<file path="src/hdl/mmhs_pkg.sv">
// shared constants, opcode and state types for the mergeable min-heap sets block
// no dependencies
package mmhs_pkg;

  localparam int ELEM_COUNT = 1024;
  localparam int IDX_W      = $clog2(ELEM_COUNT);
  localparam int IN_IDX_W   = 10;
  localparam int VAL_W      = 32;
  localparam int KIND_W     = 2;

  typedef enum logic [KIND_W-1:0] {
    KIND_LOAD    = 2'd0,
    KIND_MERGE   = 2'd1,
    KIND_EXTRACT = 2'd2,
    KIND_NOP     = 2'd3
  } kind_t;

  typedef enum logic [3:0] {
    ST_CLEAR,
    ST_IDLE,
    ST_FETCH_A,
    ST_FETCH_B,
    ST_DECIDE,
    ST_SCAN,
    ST_DRAIN,
    ST_LOAD_WR,
    ST_FINISH
  } state_t;

  typedef enum logic [1:0] {
    RD_A,
    RD_B,
    RD_SCAN
  } rd_sel_t;

  typedef struct packed {
    logic    latch_in;
    logic    rd_en;
    rd_sel_t rd_sel;
    logic    cap_a;
    logic    cap_b;
    logic    cnt_inc;
    logic    scan_issue;
    logic    clr_wr;
    logic    load_wr;
    logic    finish_ext;
  } dp_cmd_t;

  typedef struct packed {
    logic  cnt_last;
    kind_t kind;
    logic  range_a;
    logic  range_b;
    logic  label_a_is_a;
    logic  merge_ok;
    logic  rem_a;
  } dp_stat_t;

endpackage

</file>
<file path="src/hdl/mmhs_ctrl.sv">
// controller state machine: clearing pass, operand fetch, scan sequencing, result
// depends on mmhs_pkg
module mmhs_ctrl (
  input  logic                clk,
  input  logic                rst_n,
  input  logic                start,
  output logic                busy,
  input  mmhs_pkg::dp_stat_t  stat,
  output mmhs_pkg::dp_cmd_t   cmd
);
  import mmhs_pkg::*;

  state_t state_r, state_nxt;

  always_ff @(posedge clk) begin
    if (!rst_n) begin
      state_r <= ST_CLEAR;
    end else begin
      state_r <= state_nxt;
    end
  end

  always_comb begin
    state_nxt = state_r;
    unique case (state_r)
      ST_CLEAR:   if (stat.cnt_last) state_nxt = ST_IDLE;
      ST_IDLE:    if (start) state_nxt = ST_FETCH_A;
      ST_FETCH_A: state_nxt = ST_FETCH_B;
      ST_FETCH_B: state_nxt = ST_DECIDE;
      ST_DECIDE: begin
        unique case (stat.kind)
          KIND_LOAD: begin
            priority if (!stat.range_a) state_nxt = ST_IDLE;
            else if (stat.label_a_is_a) state_nxt = ST_SCAN;
            else state_nxt = ST_LOAD_WR;
          end
          KIND_MERGE: begin
            if (stat.range_a && stat.range_b && stat.merge_ok) state_nxt = ST_SCAN;
            else state_nxt = ST_IDLE;
          end
          KIND_EXTRACT: begin
            if (stat.range_a && !stat.rem_a) state_nxt = ST_SCAN;
            else state_nxt = ST_FINISH;
          end
          KIND_NOP: state_nxt = ST_IDLE;
          default:  state_nxt = ST_IDLE;
        endcase
      end
      ST_SCAN:    if (stat.cnt_last) state_nxt = ST_DRAIN;
      ST_DRAIN: begin
        unique case (stat.kind)
          KIND_LOAD:    state_nxt = ST_LOAD_WR;
          KIND_EXTRACT: state_nxt = ST_FINISH;
          default:      state_nxt = ST_IDLE;
        endcase
      end
      ST_LOAD_WR: state_nxt = ST_IDLE;
      ST_FINISH:  state_nxt = ST_IDLE;
      default:    state_nxt = ST_IDLE;
    endcase
  end

  always_comb begin
    cmd = '0;
    cmd.rd_sel = RD_SCAN;
    unique case (state_r)
      ST_CLEAR: begin
        cmd.clr_wr  = 1'b1;
        cmd.cnt_inc = 1'b1;
      end
      ST_IDLE: cmd.latch_in = start;
      ST_FETCH_A: begin
        cmd.rd_en  = 1'b1;
        cmd.rd_sel = RD_A;
      end
      ST_FETCH_B: begin
        cmd.cap_a  = 1'b1;
        cmd.rd_en  = 1'b1;
        cmd.rd_sel = RD_B;
      end
      ST_DECIDE: cmd.cap_b = 1'b1;
      ST_SCAN: begin
        cmd.rd_en      = 1'b1;
        cmd.rd_sel     = RD_SCAN;
        cmd.cnt_inc    = 1'b1;
        cmd.scan_issue = 1'b1;
      end
      ST_DRAIN:   cmd.rd_en = 1'b0;
      ST_LOAD_WR: cmd.load_wr = 1'b1;
      ST_FINISH:  cmd.finish_ext = 1'b1;
      default:    cmd.rd_en = 1'b0;
    endcase
  end

  assign busy = (state_r != ST_IDLE);

  a_scan_ends_in_drain: assert property (@(posedge clk) disable iff (!rst_n)
    (state_r == ST_SCAN && stat.cnt_last) |=> state_r == ST_DRAIN)
    else $error("scan did not end in drain");

  a_accept_fetches: assert property (@(posedge clk) disable iff (!rst_n)
    (state_r == ST_IDLE && start) |=> busy && state_r == ST_FETCH_A)
    else $error("accepted transaction not fetched");

  a_finish_only_extract: assert property (@(posedge clk) disable iff (!rst_n)
    state_r == ST_FINISH |-> stat.kind == KIND_EXTRACT)
    else $error("finish reached for non-extract transaction");

endmodule

</file>
<file path="config.mk">
export PLATFORM = sky130hd
export DESIGN_NAME = mmhs_ctrl
export DESIGN_NICKNAME = d
export VERILOG_FILES = /design/src/hdl/mmhs_pkg.sv /design/src/hdl/mmhs_ctrl.sv
export SDC_FILE = /design/constraint.sdc
export NUM_CORES = 1
export LEC_CHECK = 0
export BUFFER_PORTS_ARGS = -buffer_cell sky130_fd_sc_hd__buf_4
export CAP_MARGIN = 25
export CORE_MARGIN = 3
export CORE_UTILIZATION = 30
export DETAILED_ROUTE_END_ITERATION = 16
export HOLD_SLACK_MARGIN = 0.12
export MAX_ROUTING_LAYER = met4
export PLACE_DENSITY_LB_ADDON = 0.12
export SETUP_SLACK_MARGIN = 0.3
export SYNTH_ARGS = -nofsm -noshare
export SYNTH_HDL_FRONTEND = slang
export SYNTH_SLANG_ARGS = --single-unit
</file>
<file path="constraint.sdc">
create_clock -name clk -period 1.73 [get_ports clk]
set_input_delay 0.4325 -clock clk [delete_from_list [all_inputs] [get_ports clk]]
set_output_delay 0.4325 -clock clk [all_outputs]
set_load 0.02 [all_outputs]
</file>
# Yosys cells after proc, flatten, opt, wreduce, memory -nomap -nowiden
# Index checks and enable logic that the tools add are counted.
# totals
out_inout_bits	12
ff_bits	4
# classes
reduce_logical	9
n_eq_ne	15
n_mux	20
# ops
operator	n
$pmux W4 S7	1
$eq A4 B3 Y1 const B	4
$mux W4	4
$pmux W4 S4	1
$mux W1	9
$eq A4 B2 Y1 const B	2
$pmux W4 S2	1
$mux W3	2
$ne A2 B2 Y1 const B	3
$eq A2 B2 Y1 const B	2
$eq A4 B1 Y1 const B	1
$eq A4 B4 Y1 const B	1
$logic_not A4 Y1	1
$ne A4 B1 Y1 const B	1
$pmux W2 S2	1
$logic_and A1 B1 Y1	3
$reduce_and A3 Y1	1
$reduce_or A3 Y1	1
$eq A2 B1 Y1 const B	1
$logic_not A2 Y1	1
$mux W2	1
$reduce_or A2 Y1	1
$logic_not A1 Y1	1

# Depth between registers and ports, before layout
# depth
word_depth	5
ltp_mapped	4

# Least setup slack after synthesis
# No wires, ideal clock.
# synth_path
path_kind	reg-to-output
startpoint	register state_r[0]
endpoint	output cmd[4] in the netlist's numbering
slack_ns	-0.062
stages_incl_launch_ff	4
t_arrival_ns	1.359
cell_sequence	dfxtp_1 -> clkbuf_1 -> nor2b_1 -> nor4_1
# synth_lines
element	line_no	rtl
start: declaration	mmhs_ctrl.sv:13	state_t state_r, state_nxt;
start signal: assignment	mmhs_ctrl.sv:19	state_r <= state_nxt;
end: declaration	mmhs_ctrl.sv:9	output mmhs_pkg::dp_cmd_t cmd

==> metrics.txt <==
critical-path cell list=or3b_2 -> buf_6; P_leak=between 0.0004 and 0.0005 µW; Syn. warnings=0; gpl congestion=between 0.7 and 0.8; hold path depth=3; DRC=0; outcome=finished clean; dpl cells=between 80 and 90; mapped cell area=396.6 µm²; CP max stage delay=0.46 ns; clock-pin slew of the registers on the worst-case setup and hold paths=around 0.040 ns; IO Count=23; Worst path depth=2; largest net degree at the start of global routing=12; Flop pwr share=approximately 27%; setup violators final=0; final WL=roughly 1400 µm; actual slew at the worst max-slew pin=roughly 0.21 ns; Synth Register Bits=4; CTS tree=yes; max reg flops=4; CP endpoint kind=output port; Syn Inst Count=54; GRT Overall Usage=roughly 17%; Total Power=about 380 µW; minimum clock period=around 1.7 ns; Most flops, register=state_r; DR vias/cell=approximately 5.2; Starting Density=between 30% and 40%; area delta synth->final=115.5%; pre-CTS WS=between 0.1 and 0.15 ns; CP max stage cell=or3b_2; H-Tree Depth=1; Fmax achieved=between 600 and 700 MHz; switching share of power=about a third; sequential area share after synthesis=20.19%; CTS Sinks=4; final cell count without fillers=about 110; crit path launch type=flip-flop; syn_nets=65; Die X=around 42 µm; Internal=262.1 µW; clk buf depth=2; Slew HR=between 80% and 90%; Avg Inst Size Synth=around 7.3 µm²; Comb power frac=between 40% and 50%; NetSw=120.3 µW; period utilisation layout=approximately 96%; CP top delay family=simple AND/OR/NAND/NOR gates; share of layout cells above drive strength 1=between 60% and 70%; initial antenna violation count=0; final hold violations=0; clk root buf=clkbuf_4; RSZ-0062 raised after global routing=yes; synth unique cells=30; HP Class=in2reg; CP Data Arrival Time=about 1.2 ns; biggest regs=state_r: 4 flops; later-pin clock latency in the skew report=approximately 0.25 ns; Final Util=between 70 and 80%; num rows=12; worst-path fanout max=6; Final Net Count=~100; Filler cells=102; Maximum Capacitance Violations=0; R2R cell count=4; number of global-route vias before repair=526; GR Overflow Total=0; die area=approximately 1800 µm²; Final ANT Viol Nets=0; Peak VDD IR=roughly 230 µV; CP Buf/Inv Count=1; Critical Setup Path Class=reg2out; Routed WL per cell=~13 µm; DP HPWL=~850 µm; first drt pass iteration count=3; via count=550; Clk pwr share=approximately 33%; initial drt markers=7; area of the core=approximately 1200 µm²; Power Density=about 450 nW/µm²; Worst Path Required=1.30 ns; Port-buffer cells=22; TritonCTS buffer count=3; first-pass GRT wire length=2277 µm; die height=42.36 µm; final worst setup slack=about 0.07 ns; Clock Skew=about 0.0051 ns; max-slew violation count=0; Ant. Diodes=0
==> synthesized netlist by cell type <==
master,number,area share (%)
o21ai_0,2,2.5
and3b_1,2,4.4
nor2_1,4,3.8
a211o_1,1,2.2
nor4b_1,2,4.4
nand4_1,1,1.6
a21bo_2,1,2.5
a21o_1,1,1.9
nor2b_1,3,4.7
nor3_1,2,2.5
buf_4,1,1.9
mux2i_1,1,2.5
or4b_1,1,2.5
or3b_2,1,2.2
inv_1,3,2.8
dfxtp_1,4,20
a21oi_1,2,2.5
o311a_1,1,2.5
nor4_1,2,3.2
nand2b_1,1,1.6
and2b_1,2,3.8
nand3b_1,1,1.9
a31oi_1,2,3.2
a2bb2oi_1,1,2.2
nor3b_1,1,1.9
a311o_1,1,2.5
nand2_1,3,2.8
clkbuf_1,4,3.8
and3_1,2,3.2
and4_1,1,2.2
==> layout make-up <==
class	instances	area, µm²	share of cell area [%]
timing repair buffer	39	350.3	41.00
tap	14	17.52	2.050
sequential	4	95.09	11.13
inverter	3	11.26	1.318
clock buffer	3	22.52	2.635
multi-input combinational	42	357.8	41.87
==> kinds of logic after synthesis <==
family | synth area share (%)
and+or+nand+nor | 46.69
AOI/OAI and AO/OA | 22.08
buffers and inverters | 8.517
DFF | 20.19
muxes | 2.524
==> stage by stage <==
stage	hold slack, ns	setup TNS (ns)	area, µm²
3_5_place_dp	0.7190	0	613.1
3_3_place_gp	0.7060	0	613.1
2_1_floorplan	0.5809	0	457.9
5_1_grt	0.4782	-0.001399	854.6
4_1_cts	0.4880	0	790.8
6_report	0.4763	0	854.6
==> worst min-delay path: cells and delay by family <==
| kind | cells | cell delay (ns) |
|---|---|---|
| compound gates | 1 | 0.11 |
| buf+inv | 2 | 0.15 |
==> cells in the final DEF (no fill, tap or decap), drive strengths merged <==
cell and n:
a21o 1, and3 2, mux2i 1, or3b 1, a211o 1, nand2b 1, and3b 2, and4 1
or4b 1, inv 3, o311a 1, a2bb2oi 1, a21oi 2, nor4b 2, nor3 2, and2b 2
buf 39, o21ai 2, nand2 3, dfxtp 4, a31oi 2, nor2b 3, nor3b 1, nand3b 1
a311o 1, clkbuf 3, nor2 4, a21bo 1, nand4 1, nor4 2
==> power by group through the flow <==
stage               registers [µW]  logic (µW)  clock network, µW
detailed placement             112         104                  0
global route                   103         167                144
floorplan                      102        71.3                  0
CTS                            104         131                121
finish                         103         155                125
global placement               112         103                  0
==> final timing paths <==
kind | slack, ns | endpoint | start
max | 0.07 | cmd[8] | state_r[1]
min | 0.48 | state_r[2] | rst_n
max reg2reg | 0.28 | state_r[2] | state_r[1]
min reg2reg | 0.66 | state_r[3] | state_r[0]
==> what timing repair did <==
| item | in CTS | in global routing |
|---|---|---|
| setup buffers | 11 | 4 |
| gates resized for setup | 16 | 9 |
| pin swaps | 1 | 6 |
| hold buffers | 0 | 0 |
| setup endpoints to repair | 13 | 13 |
| endpoints found under the hold margin | 0 | 0 |
==> routing by layer <==
metal / wire (µm) / GRT usage (%) / vias to the layer above
li1: - / - / 276
met1: 548 / 18.23 / 255
met2: 746 / 28.57 / 16
met3: 66 / 4.292 / 3
met4: 30 / 11.18 / 0
met5: 0 / - / -
(Power assumes the default switching activity.)
